File: config.mk
export PLATFORM = sky130hd
export DESIGN_NAME = class_priority_queue_top
export DESIGN_NICKNAME = d
export VERILOG_FILES = /design/src/design/cpq_pkg.sv /design/src/design/class_priority_queue_top.sv
export SDC_FILE = /design/constraint.sdc
export NUM_CORES = 1
export LEC_CHECK = 0
export BUFFER_PORTS_ARGS = -buffer_cell sky130_fd_sc_hd__buf_4
export CAP_MARGIN = 25
export CORE_ASPECT_RATIO = 2
export CORE_MARGIN = 3
export CORE_UTILIZATION = 50
export CTS_BUF_LIST = sky130_fd_sc_hd__clkbuf_16
export DETAILED_ROUTE_END_ITERATION = 12
export PLACE_DENSITY = 0.69
export SYNTH_ARGS = -nofsm -noshare
export SYNTH_HDL_FRONTEND = slang
export SYNTH_SLANG_ARGS = --single-unit
File: constraint.sdc
create_clock -name clk -period 3.35 [get_ports clk]
set_input_delay 0.1675 -clock clk [delete_from_list [all_inputs] [get_ports clk]]
set_output_delay 0.1675 -clock clk [all_outputs]
set_load 0.02 [all_outputs]
File: src/design/cpq_pkg.sv
// Types and constants shared by the class priority queue.
package cpq_pkg;

  localparam int TAG_FIELD_W = 16;
  localparam int CLASS_W     = 3;

  typedef enum logic [1:0] {
    CMD_ADD       = 2'd0,
    CMD_SERVE_ONE = 2'd1,
    CMD_SERVE_ALL = 2'd2,
    CMD_DISMISS   = 2'd3
  } cmd_t;

  typedef enum logic [2:0] {
    ST_SERVED    = 3'd0,
    ST_ADDED     = 3'd1,
    ST_EMPTY     = 3'd2,
    ST_FULL      = 3'd3,
    ST_DISMISSED = 3'd4
  } status_t;

  typedef enum logic [1:0] {
    KIND_TOP     = 2'd0,
    KIND_HIGH    = 2'd1,
    KIND_REGULAR = 2'd2,
    KIND_NONE    = 2'd3
  } kind_t;

  localparam logic [CLASS_W-1:0] CLASS_TOP     = 3'd0;
  localparam logic [CLASS_W-1:0] CLASS_HIGH    = 3'd1;
  localparam logic [CLASS_W-1:0] CLASS_MEMBER  = 3'd2;
  localparam logic [CLASS_W-1:0] CLASS_GUEST   = 3'd3;
  localparam logic [CLASS_W-1:0] CLASS_UNKNOWN = 3'd4;

  typedef struct packed {
    cmd_t                   command;
    logic [TAG_FIELD_W-1:0] request_tag;
    logic [CLASS_W-1:0]     class_code;
  } req_t;

  typedef struct packed {
    logic [TAG_FIELD_W-1:0] served_tag;
    logic [CLASS_W-1:0]     served_class;
    kind_t                  service_kind;
    status_t                status;
    logic                   last_of_run;
  } rsp_t;

  function automatic kind_t kind_of(input logic [CLASS_W-1:0] cls);
    kind_t k;
    case (cls)
      CLASS_TOP:                 k = KIND_TOP;
      CLASS_HIGH:                k = KIND_HIGH;
      CLASS_MEMBER, CLASS_GUEST: k = KIND_REGULAR;
      default:                   k = KIND_NONE;
    endcase
    return k;
  endfunction

endpackage

File: src/design/class_priority_queue_top.sv
// Class priority queue: sorted insert into a circular buffer held in one memory.
//
//  channel | signals                       | payload | direction
//  req     | req_valid, req_stall, req_data | req_t   | command in
//  rsp     | rsp_valid, rsp_stall, rsp_data | rsp_t   | result out
//
// One command is handled at a time; req_stall is high until its last result is
// loaded into the output register. Add moves each entry of a worse class up
// one place (one memory read then one write each) until it meets an equal or
// better class or reaches the head. Serve-all reads each entry from the entry
// memory and then loads it into the output register, one entry at a time.
// Reset empties the queue at once; entry contents are not cleared.
// A stalled result holds in the output register, and the block waits for it.
module class_priority_queue_top
  import cpq_pkg::*;
#(
  parameter int QUEUE_DEPTH = 16,
  parameter int TAG_BITS    = 16
) (
  input  logic clk,
  input  logic rst,
  input  logic req_valid,
  output logic req_stall,
  input  req_t req_data,
  output logic rsp_valid,
  input  logic rsp_stall,
  output rsp_t rsp_data
);

  localparam int IDX_W = (QUEUE_DEPTH > 1) ? $clog2(QUEUE_DEPTH) : 1;
  localparam int CNT_W = $clog2(QUEUE_DEPTH + 1);
  localparam int ENT_W = CLASS_W + TAG_BITS;

  typedef enum logic [6:0] {
    S_IDLE     = 7'b0000001,
    S_INS_RD   = 7'b0000010,
    S_INS_CMP  = 7'b0000100,
    S_POP_LD   = 7'b0001000,
    S_DRAIN_RD = 7'b0010000,
    S_DRAIN_LD = 7'b0100000,
    S_RESP     = 7'b1000000
  } state_t;

  state_t             state;
  logic [CNT_W-1:0]   count;
  logic [IDX_W-1:0]   head;
  logic [IDX_W-1:0]   pos;
  logic [TAG_BITS-1:0] tag_r;
  logic [CLASS_W-1:0] cls_r;
  status_t            resp_status;

  logic [ENT_W-1:0]   mem [QUEUE_DEPTH];
  logic [ENT_W-1:0]   rd_data;
  logic               rd_en;
  logic [IDX_W-1:0]   rd_addr;
  logic               wr_en;
  logic [IDX_W-1:0]   wr_addr;
  logic [ENT_W-1:0]   wr_data;

  logic [TAG_BITS+TAG_FIELD_W-1:0] tag_in_ext;
  logic [TAG_BITS-1:0]             tag_in;
  logic [CLASS_W-1:0]              cls_in;
  logic [TAG_FIELD_W+TAG_BITS-1:0] tag_out_ext;
  logic [TAG_FIELD_W-1:0]          tag_out;
  logic [CLASS_W-1:0]              rd_class;
  logic                            move_up;
  logic                            rsp_free;
  logic                            rsp_load;
  logic                            full;
  logic                            last_entry;

  // Map a queue position to a memory address, wrapping past the end.
  function automatic logic [IDX_W-1:0] phys(input logic [IDX_W-1:0] base,
                                             input logic [IDX_W-1:0] p);
    logic [IDX_W:0] sum;
    sum = {1'b0, base} + {1'b0, p};
    if (sum >= (IDX_W + 1)'(QUEUE_DEPTH)) sum = sum - (IDX_W + 1)'(QUEUE_DEPTH);
    return sum[IDX_W-1:0];
  endfunction

  assign tag_in_ext  = {{TAG_BITS{1'b0}}, req_data.request_tag};
  assign tag_in      = tag_in_ext[TAG_BITS-1:0];
  assign cls_in      = (req_data.class_code > CLASS_UNKNOWN) ? CLASS_UNKNOWN
                                                             : req_data.class_code;
  assign rd_class    = rd_data[ENT_W-1 -: CLASS_W];
  assign tag_out_ext = {{TAG_FIELD_W{1'b0}}, rd_data[TAG_BITS-1:0]};
  assign tag_out     = tag_out_ext[TAG_FIELD_W-1:0];
  assign move_up     = rd_class > cls_r;
  assign rsp_free    = !rsp_valid || !rsp_stall;
  assign rsp_load    = rsp_free && (state inside {S_POP_LD, S_DRAIN_LD, S_RESP});
  assign full        = count == CNT_W'(QUEUE_DEPTH);
  assign last_entry  = (CNT_W'(pos) + CNT_W'(1)) == count;
  assign req_stall   = state != S_IDLE;

  // Memory port control. A step never reads the address written in the same
  // or the previous cycle, so no forwarding is needed.
  always_comb begin
    rd_en   = 1'b0;
    rd_addr = head;
    wr_en   = 1'b0;
    wr_addr = phys(head, pos);
    wr_data = {cls_r, tag_r};
    case (state)
      S_IDLE: begin
        if (req_valid && req_data.command == CMD_SERVE_ONE && count != '0) begin
          rd_en = 1'b1;
        end
      end
      S_INS_RD: begin
        if (pos == '0) begin
          wr_en = 1'b1;
        end else begin
          rd_en   = 1'b1;
          rd_addr = phys(head, pos - IDX_W'(1));
        end
      end
      S_INS_CMP: begin
        wr_en = 1'b1;
        if (move_up) wr_data = rd_data;
      end
      S_DRAIN_RD: begin
        rd_en   = 1'b1;
        rd_addr = phys(head, pos);
      end
      default: ;
    endcase
  end

  always_ff @(posedge clk) begin
    if (wr_en) mem[wr_addr] <= wr_data;
    if (rd_en) rd_data <= mem[rd_addr];
  end

  // Output valid: set on a load, drop once the transfer happens.
  always_ff @(posedge clk) begin
    if (rst) rsp_valid <= 1'b0;
    else if (rsp_load) rsp_valid <= 1'b1;
    else if (!rsp_stall) rsp_valid <= 1'b0;
  end

  always_ff @(posedge clk) begin
    if (rst) begin
      state     <= S_IDLE;
      count     <= '0;
      head      <= '0;
      pos       <= '0;
    end else begin
      case (state)
        S_IDLE: begin
          if (req_valid) begin
            tag_r <= tag_in;
            cls_r <= cls_in;
            case (req_data.command)
              CMD_ADD: begin
                if (full) begin
                  resp_status <= ST_FULL;
                  state       <= S_RESP;
                end else begin
                  pos   <= count[IDX_W-1:0];
                  state <= S_INS_RD;
                end
              end
              CMD_SERVE_ONE: begin
                if (count == '0) begin
                  resp_status <= ST_EMPTY;
                  state       <= S_RESP;
                end else begin
                  state <= S_POP_LD;
                end
              end
              CMD_SERVE_ALL: begin
                if (count == '0) begin
                  resp_status <= ST_EMPTY;
                  state       <= S_RESP;
                end else begin
                  pos   <= '0;
                  state <= S_DRAIN_RD;
                end
              end
              default: begin
                count       <= '0;
                resp_status <= ST_DISMISSED;
                state       <= S_RESP;
              end
            endcase
          end
        end
        S_INS_RD: begin
          if (pos == '0) begin
            count       <= count + CNT_W'(1);
            resp_status <= ST_ADDED;
            state       <= S_RESP;
          end else begin
            state <= S_INS_CMP;
          end
        end
        S_INS_CMP: begin
          if (move_up) begin
            // Entry moved up one place; keep walking toward the head.
            pos   <= pos - IDX_W'(1);
            state <= S_INS_RD;
          end else begin
            count       <= count + CNT_W'(1);
            resp_status <= ST_ADDED;
            state       <= S_RESP;
          end
        end
        S_POP_LD: begin
          if (rsp_free) begin
            rsp_data.served_tag   <= tag_out;
            rsp_data.served_class <= rd_class;
            rsp_data.service_kind <= kind_of(rd_class);
            rsp_data.status       <= ST_SERVED;
            rsp_data.last_of_run  <= 1'b1;
            head                  <= phys(head, IDX_W'(1));
            count                 <= count - CNT_W'(1);
            state                 <= S_IDLE;
          end
        end
        S_DRAIN_RD: begin
          state <= S_DRAIN_LD;
        end
        S_DRAIN_LD: begin
          if (rsp_free) begin
            rsp_data.served_tag   <= tag_out;
            rsp_data.served_class <= rd_class;
            rsp_data.service_kind <= kind_of(rd_class);
            rsp_data.status       <= ST_SERVED;
            rsp_data.last_of_run  <= last_entry;
            if (last_entry) begin
              count <= '0;
              state <= S_IDLE;
            end else begin
              pos   <= pos + IDX_W'(1);
              state <= S_DRAIN_RD;
            end
          end
        end
        S_RESP: begin
          if (rsp_free) begin
            rsp_data.served_tag   <= '0;
            rsp_data.served_class <= '0;
            rsp_data.service_kind <= KIND_NONE;
            rsp_data.status       <= resp_status;
            rsp_data.last_of_run  <= 1'b1;
            state                 <= S_IDLE;
          end
        end
        default: state <= S_IDLE;
      endcase
    end
  end

  a_count_bound: assert property (@(posedge clk) disable iff (rst)
    count <= CNT_W'(QUEUE_DEPTH))
    else $error("entry count above queue depth");

  a_cmp_not_head: assert property (@(posedge clk) disable iff (rst)
    state == S_INS_CMP |-> pos != '0)
    else $error("insert compare at the head position");

  a_drain_in_range: assert property (@(posedge clk) disable iff (rst)
    state == S_DRAIN_LD |-> CNT_W'(pos) < count)
    else $error("serve-all index past the last entry");

  a_pop_nonempty: assert property (@(posedge clk) disable iff (rst)
    state == S_POP_LD |-> count != '0)
    else $error("pop from an empty queue");

  a_add_grows: assert property (@(posedge clk) disable iff (rst)
    state == S_INS_RD && pos == '0 |=> count == $past(count) + CNT_W'(1))
    else $error("add at head did not grow the queue");

endmodule

* Word level (Yosys, flattened, before mapping)
Memory sizes are Yosys's and may differ from the RTL's. A register that Yosys moved wholly into a read port is not among the register bits. Index checks and enable logic that the tools add are counted.
Storage, ports and cells: register bits 68, RAM bits 304, input bits 25, output and inout bits 27, logic and storage cells 144, memories kept 1
Operators by class: add/sub/neg operators 11, $lt $le $gt $ge 5, equality and inequality tests 32, multiplexer cells 55, bitwise logic cells 1, reduce and logical (&&, ||, !) cells 26
Memories:
- mem | depth 16, width 19, rd ports 1, clocked after memory_dff 1, write ports 1, RTL line class_priority_queue_top.sv:52 | logic [ENT_W-1:0] mem [QUEUE_DEPTH];
Operator list (count):
- $mux 25 | 3
- $pmux 25 s3 | 1
- $mux 7 | 8
- $pmux 7 s6 | 1
- $mux 4 | 10
- $mux 5 | 8
- $mux 19 | 2
- $pmux 5 s5 | 1
- $pmux 7 s3 | 1
- $ne 2x2->1 const B | 10
- $pmux 4 s2 | 2
- $reduce_and 8->1 | 2
- $sub 4x1->4 const B | 4
- $ge 5x5->1 const B | 3
- $mux 3 | 5
- $ne 3x3->1 const B | 4
- $pmux 4 s3 | 1
- $add 4x1->5 const B | 2
- $add 4x4->5 | 2
- $reduce_bool 5->1 | 2
- $pmux 3 s3 | 1
- $reduce_bool 3->1 | 3
- $eq 7x1->1 const B | 1
- $eq 7x2->1 const B | 1
- other kinds (38) | 52

* Longest topological paths before layout
Gate-level depths: netlist (run 1).
word-level depth 6, gate-level depth with buffers 13, depth with buffers taken out 12

* Worst setup path before layout (run 1)
Ideal clock, no wire load.
kind flip-flop to flip-flop, start point reg state[1], end point reg rsp_data[0] in the netlist's numbering (enable), library setup time 0.438 ns, arrival time 2.863 ns, data required time 2.912 ns, slack 0.049 ns, cell stages (with the launch flop) 5, buffers on the path 1, period minus slack after synthesis 3.301 ns, path through dfxtp_1 -> buf_2 -> nor4_1 -> o211ai_1 -> nor3_1
Between the ends: longest elaborated chain between the ends 3, elaborated cells on any way between the ends 8, classes of those cells 6 x eq/ne; 2 x reduce/logical
RTL lines:
- start: declaration | RTL line class_priority_queue_top.sv:44 | state_t state;
- start signal: assignment | RTL line class_priority_queue_top.sv:143 | state <= S_IDLE;
- start signal: assignment | RTL line class_priority_queue_top.sv:157 | state <= S_RESP;
- start signal: assignment | RTL line class_priority_queue_top.sv:160 | state <= S_INS_RD;
- $eq 7x7->1 (tied with other cells) | RTL line class_priority_queue_top.sv:148 | case (state)
- $ne 2x2->1 (no source line) / $reduce_bool 3->1 (equally long branches)
- $reduce_and 5->1 (no source line) (*)
- end: declaration | RTL line class_priority_queue_top.sv:27 | output rsp_t rsp_data
Mark *: on every way between the ends. The rest lies on a longest branch, timed or not. A chain may end at the register's enable or synchronous reset.

* Worst setup path in the final report (run 1)
start point reg pos[0], end point reg rd_data[0] (read register of mem) (data pin)
Between the ends: longest elaborated chain between the ends 6, elaborated cells on any way between the ends 14, classes of those cells 5 x add/sub; 2 x order compare; 6 x mux; 1 x reduce/logical
RTL lines:
- start: declaration | RTL line class_priority_queue_top.sv:47 | logic [IDX_W-1:0] pos;
- start signal: assignment | RTL line class_priority_queue_top.sv:159 | pos <= count[IDX_W-1:0];
- start signal: assignment | RTL line class_priority_queue_top.sv:200 | pos <= pos - IDX_W'(1);
- start signal: assignment | RTL line class_priority_queue_top.sv:234 | pos <= pos + IDX_W'(1);
- $sub 4x1->4 | RTL line class_priority_queue_top.sv:114 | rd_addr = phys(head, pos - IDX_W'(1));
- $add 4x4->5 | RTL line class_priority_queue_top.sv:76 | sum = {1'b0, base} + {1'b0, p};
- $sub 4x1->4 / $ge 5x5->1 (equally long branches) | RTL line class_priority_queue_top.sv:77 | if (sum >= (IDX_W + 1)'(QUEUE_DEPTH)) sum = sum - (IDX_W + 1)'(QUEUE_DEPTH);
- $mux 4 | RTL line class_priority_queue_top.sv:77
- $mux 4 | RTL line class_priority_queue_top.sv:110 | if (pos == '0) begin
- $pmux 4 s2 | RTL line class_priority_queue_top.sv:103 | case (state)
- end: declaration | RTL line class_priority_queue_top.sv:53 | logic [ENT_W-1:0] rd_data;
Several ways; a longest one is shown, not always the timed one.

==> results.cfg, run 1 <==
[detailed_routing]
via_per_inst = 5.87
finalWirelength_mm = 39.2
postRouteAntennaNets = 0
routed-via-count = 9570
drtIter0Drc = 690
wl_per_cell_um = 24.0
drtPass1Iterations = 5
drc = 0

[synth]
yosys_warnings = 0
synthesis.nets = 1091
synth-seq-cells = 391
avgSynthCellArea_um2 = 16.0
synth.distinct_cells = 68
ys_async_sr_fraction_pct = 0
synth_top_family_by_area = multiplexers
yosys.area.top_type = edfxtp_1
synth_cells = 1044
synth-simple-area-share_pct = 6.61
synthMuxAreaShare_pct = 12.4
dominantRegCellSynth = edfxtp_1
ys_top_cells_by_area = edfxtp_1, mux2i_1, dfxtp_1
ys_seq_area_share_pct = 69.2
synth_top_area_share_pct = 66.7
synth-xor-area-share_pct = 0.946
synth_edf_count = 370
synth-compound-area-share_pct = 6.77
synth_fa_ha_area_share_pct = 1.79
synth_area_um2 = 16700

[setup_path]
crit_slowest_cell = or4_4
cp_max_fo = 23
cp-start-kind = flip-flop
reg2reg_to = rd_data[0]
r2r_slack_ns = 0.16
worstSetupEndpoint = rd_data[0]
worstSetupPathType = flip-flop to flip-flop
reg2reg_depth = 10
crit_arrival_ns = 3.45
worstPathCellList = inv_1, ha_1, fa_1, or4_4, o211ai_4, buf_12, mux2i_1, mux2i_1, o22ai_1, a221oi_2
cp_top_family = adder cells
cpMostUsedCell = mux2i_1
path_buf_inv = 2
crit_start = pos[0]
cp.depth = 10
rr_startpoint = pos[0]
cp.required_ns = 3.61
crit_path_end_kind = flip-flop
critPathMaxStageDelay_ns = 0.57

[worst_hold_path]
hp-start = rsp_stall
hp-class = input port to flip-flop

[final_layout]
multi_input_area_um2 = 4830
register_area_um2 = 11500
fillers = 2530
layout.nets = 1221
final_cells = 1629
final_common_cell = edfxtp_1
syn_to_final_growth_pct = 15.6
drive_gt1_share_pct = 21.7
final_cell_mix = edfxtp_1, mux2i_1, buf_4
diodes = 0

[sta]
slew_headroom_pct = 45.8
hold_ws_ns = 0.0103
finalCritPeriodShare_pct = 95.2
finalSetupViolCount = 0
fin_setup_tns_ns = 0
period_needed_ns = 3.19
max_freq_ghz = 0.314
rsz0062_at_grt = no
tightest_slew_ns = 0.811
finalHoldViolations = 0
finalMaxSlewViolations = 0
finClkSkew_ns = 0.0172

[global_route]
grt_max_degree = 61
grt_pass1_vias = 9662
antenna_found_initial = 0
grt_usage_pct = 21.7
grt_overflow_total = 0
grt_pass1_wl_mm = 58.1

[floorplan]
die_width_um = 135
die-area_um2 = 35700
initial_core_util_pct = 50.6
core_area_um2 = 32900
rows = 94
ioPinCount = 52
die_h_um = 264

[place]
hpwl_mm = 25.2
routabilityCongestion = 0.885
dp_cells = 1547
port-buffer-count = 51

[clock_tree]
tritoncts = built
cts.reportedPaths.clkPinSlew_ns = 0.07
cts_num_sinks = 391
h-tree-depth = 2
cts_max_path_buffers = 3
clk_latency_ns = 0.52
cts_root_buf = clkbuf_16
cts-buffers-inserted = 35

[power]
ir_drop_uv = 354
p_per_area_nw_per_um2 = 506
p_leak_nw = 6.99

[run_status]
status = finished, final reports clean

[flow_run]
drv_cap = 0
-- through the flow --
step                      util [%]  setup WS [ns]  total power [mW]  area (µm²)
after CTS                     58.3         0.0839              9.83       19200
after global routing          58.5         0.0130              10.1       19300
after floorplan                  -         0.0489              5.86       16700
after global placement        54.5          0.198              6.04       18000
final                         58.5          0.161              9.75       19300
after detailed placement      54.5         0.0955              6.05       18000
-- repair_timing --
action                     in CTS  in global routing
buffers inserted                0                  1
hold buffers                   20                  0
setup endpoints to repair       0                 12
gates resized for setup         0                  4
hold endpoints to repair       22                  0
-- worst min path at each step --
stage                            to  slack [ns]  cells past startpoint
after floorplan              pos[0]        0.24                      1
after CTS                 rsp_valid       0.002                      3
after detailed placement   tag_r[0]        0.35                      1
final                     rsp_valid        0.01                      3
after global placement     tag_r[2]        0.35                      1
after global routing      rsp_valid        0.02                      3
-- sequential cells by signal (all words and copies together) (netlist names), 4 cells and up --
register,count
count,5
head,4
mem,304
pos,4
rd_data,19
rsp_data,25
state,7
tag_r,16
-- power by group --
part           internal [mW]  total [mW]  leakage, nW  switching (mW)
Sequential              5.41        5.44         3.50          0.0352
Combinational          0.196       0.531         2.96           0.335
Clock                   2.07        3.78        0.527            1.71
Total                   7.67        9.75         6.99            2.08
-- layout make-up --
type / instances / share of cell area, %
sequential: 391 / 59.9
multi-input combinational: 587 / 25.1
timing repair buffer: 139 / 6.37
clock buffer: 35 / 4.55
tap: 432 / 2.81
clock inverter: 25 / 0.922
inverter: 20 / 0.390
-- per-layer routing --
metal  GRT usage (%)  wire length [µm]  vias to the layer above
met2            39.8             21300                      323
li1                -                 -                     4334
met5               0                 0                        -
met1            25.0             14300                     4810
met3            2.53              1820                      103
met4            9.93              1810                        0
-- synthesized netlist by cell type (8+ instances only) --
cell / n
mux2i_1: 166
o21ai_0: 12
mux2_2: 36
or3_1: 8
a221oi_2: 18
a32o_1: 18
nand3_1: 13
dfxtp_1: 21
buf_2: 19
and2_1: 22
nor2_1: 46
nor3_1: 9
edfxtp_1: 370
nor2b_1: 8
xnor2_1: 9
xor2_1: 9
clkbuf_1: 11
ha_1: 19
a21oi_1: 23
nand2_1: 57
inv_1: 20
o22ai_1: 21
-- logic make-up (layout without fill, tap and decap cells) --
group,count (synthesis),in the layout
AND/OR/NAND/NOR,209,209
buffers and inverters,66,219
adder cells (fa/ha/maj),22,22
multiplexers,202,202
flip-flops,391,391
XOR/XNOR,18,18
AO/OA/AOI/OAI,136,136
-- worst reg2reg max path: stages (launching register included) --
cell,delay [ns]
dfxtp_1,0.33
inv_1,0.06
ha_1,0.33
fa_1,0.44
or4_4,0.57
o211ai_4,0.26
buf_12,0.28
mux2i_1,0.23
mux2i_1,0.09
o22ai_1,0.26
a221oi_2,0.08
Note: power is estimated with default switching activity, not from simulation.
==> inputs of run 2 (changes only) <==
--- a/config.mk
+++ b/config.mk
@@ -7,12 +7,15 @@
 export LEC_CHECK = 0
 export BUFFER_PORTS_ARGS = -buffer_cell sky130_fd_sc_hd__buf_4
 export CAP_MARGIN = 25
+export CELL_PAD_IN_SITES_DETAIL_PLACEMENT = 1
+export CELL_PAD_IN_SITES_GLOBAL_PLACEMENT = 1
 export CORE_ASPECT_RATIO = 2
 export CORE_MARGIN = 3
-export CORE_UTILIZATION = 50
+export CORE_UTILIZATION = 48
 export CTS_BUF_LIST = sky130_fd_sc_hd__clkbuf_16
 export DETAILED_ROUTE_END_ITERATION = 12
-export PLACE_DENSITY = 0.69
+export PLACE_DENSITY_LB_ADDON = 0.1
 export SYNTH_ARGS = -nofsm -noshare
 export SYNTH_HDL_FRONTEND = slang
 export SYNTH_SLANG_ARGS = --single-unit
+export TNS_END_PERCENT = 30
==> run 2 against run 1 <==
Flip-flop and latch count is the same. Sequential power is essentially flat. First-iteration DRC count grew 12%. Clock power grew 12%. Worst setup slack lost 0.014 ns. Total power grew 5.1%. Final cell count grew 1.2%. Combinational power grew 8.7%. Largest power group unchanged. Via count grew 2.0%. Critical endpoint is now rd_data[5]. Largest cell class unchanged. Non-clock buffer count grew 16. Critical path depth grew 1.
==> results.cfg, run 2 (synthesis results as in run 1) <==
[run_status]
status = finished, final reports clean

[floorplan]
core_area_um2 = 33900
ioPinCount = 52
die_width_um = 138
die-area_um2 = 37100
rows = 95
initial_core_util_pct = 49.2
die_h_um = 269

[setup_path]
cp-start-kind = flip-flop
worstPathCellList = inv_1, ha_1, fa_1, or4_4, o211ai_4, buf_12, buf_4, mux2i_2, mux2i_1, o22ai_1, a221oi_2
crit_slowest_cell = or4_4
crit_start = pos[0]
cp_top_family = adder cells
cp_max_fo = 13
critPathMaxStageDelay_ns = 0.57
crit_path_end_kind = flip-flop
cp.required_ns = 3.62
r2r_slack_ns = 0.15
worstSetupPathType = flip-flop to flip-flop
rr_startpoint = pos[0]
crit_arrival_ns = 3.47
path_buf_inv = 3

[final_layout]
fillers = 3151
diodes = 0
largest_register = mem
syn_to_final_growth_pct = 18.2
layout.nets = 1238
multi_input_area_um2 = 4830
reg_top3 = mem (304), rsp_data (25), rd_data (19)
fin_util_pct = 58.1
final_cell_mix = edfxtp_1, mux2i_1, buf_4
drive_gt1_share_pct = 22.7
largest_reg_flops = 304
final_cells = 1649
final_common_cell = edfxtp_1
register_area_um2 = 11500

[clock_tree]
h-tree-depth = 2
cts_root_buf = clkbuf_16
cts_max_path_buffers = 3
cts.reportedPaths.clkPinSlew_ns = 0.07
cts-buffers-inserted = 36
clk_latency_ns = 0.54
tritoncts = built
cts_num_sinks = 391

[global_route]
grt_pass1_vias = 10500
grt_max_degree = 38
antenna_found_initial = 0
grt_overflow_total = 0
grt_usage_pct = 24.2
grt_pass1_wl_mm = 65.5

[sta]
fin_setup_tns_ns = 0
finalMaxSlewViolations = 0
tightest_slew_ns = 0.635
finalSetupViolCount = 0
finClkSkew_ns = 0.0285
rsz0062_at_grt = no
period_needed_ns = 3.20
finalHoldViolations = 0
max_freq_ghz = 0.312
slew_headroom_pct = 57.4
finalCritPeriodShare_pct = 95.6

[place]
port-buffer-count = 51
dp_cells = 1566
hpwl_mm = 29.5
routabilityCongestion = 0.798

[power]
p_leak_nw = 7.18
ir_drop_uv = 456
p_per_area_nw_per_um2 = 520

[detailed_routing]
routed-via-count = 9763
drc = 0
via_per_inst = 5.92
wl_per_cell_um = 27.3
drtPass1Iterations = 7
finalWirelength_mm = 45.0
postRouteAntennaNets = 0
drtIter0Drc = 773

[worst_hold_path]
hp-start = req_valid
hp-class = input port to flip-flop

[flow_run]
drv_cap = 0
[run 2: final timing paths]
| path | endpoint | depth (start not counted) |
|---|---|---|
| setup / recovery | rd_data[5] | 11 |
| setup reg to reg | rd_data[5] | 11 |
| hold / removal | state[3] | 3 |
| hold reg to reg | rsp_data[1] | 1 |
[run 2: metal layers]
| layer | share of wire [%] | vias up | GRT usage [%] |
|---|---|---|---|
| li1 | - | 4373 | - |
| met1 | 35 | 5047 | 25.9 |
| met2 | 57 | 250 | 46.1 |
| met3 | 3.2 | 93 | 2.67 |
| met4 | 4.4 | 0 | 11.0 |
| met5 | 0 | - | 0 |
[run 2: timing repair]
action / 4_1_cts / 5_1_grt
hold endpoints to repair: 27 / 0
gates resized for setup: 0 / 2
hold buffers: 21 / 0
setup buffers: 0 / 1
setup endpoints to repair: 0 / 3
[run 2: worst register-to-register path, stage by stage (launching register included)]
cell	delay, ns
dfxtp_1	0.33
inv_1	0.06
ha_1	0.33
fa_1	0.46
or4_4	0.57
o211ai_4	0.19
buf_12	0.22
buf_4	0.17
mux2i_2	0.24
mux2i_1	0.10
o22ai_1	0.22
a221oi_2	0.05
[run 2: layout make-up]
| type | instances | area share (%) |
|---|---|---|
| sequential | 391 | 58.6 |
| multi-input combinational | 587 | 24.5 |
| timing repair buffer | 155 | 7.66 |
| clock buffer | 37 | 4.70 |
| tap | 436 | 2.77 |
| clock inverter | 23 | 1.40 |
| inverter | 20 | 0.381 |
[run 2: power by group]
group          internal (mW)  total [mW]  switching (mW)
sequential              5.41        5.44          0.0320
combinational          0.214       0.577           0.362
clock                   2.47        4.23            1.76
total                   8.09        10.2            2.15
[run 2: stage by stage]
stage                     total power, mW  hold WS, ns  area (µm²)  setup WS, ns
after floorplan                      5.86        0.240       16700        0.0489
after global placement               6.08        0.345       18200         0.216
final                                10.2       0.0396       19700         0.147
after CTS                            10.4       0.0122       19700        0.0565
after global routing                 10.6       0.0280       19700       0.00271
after detailed placement             6.09        0.347       18200         0.134
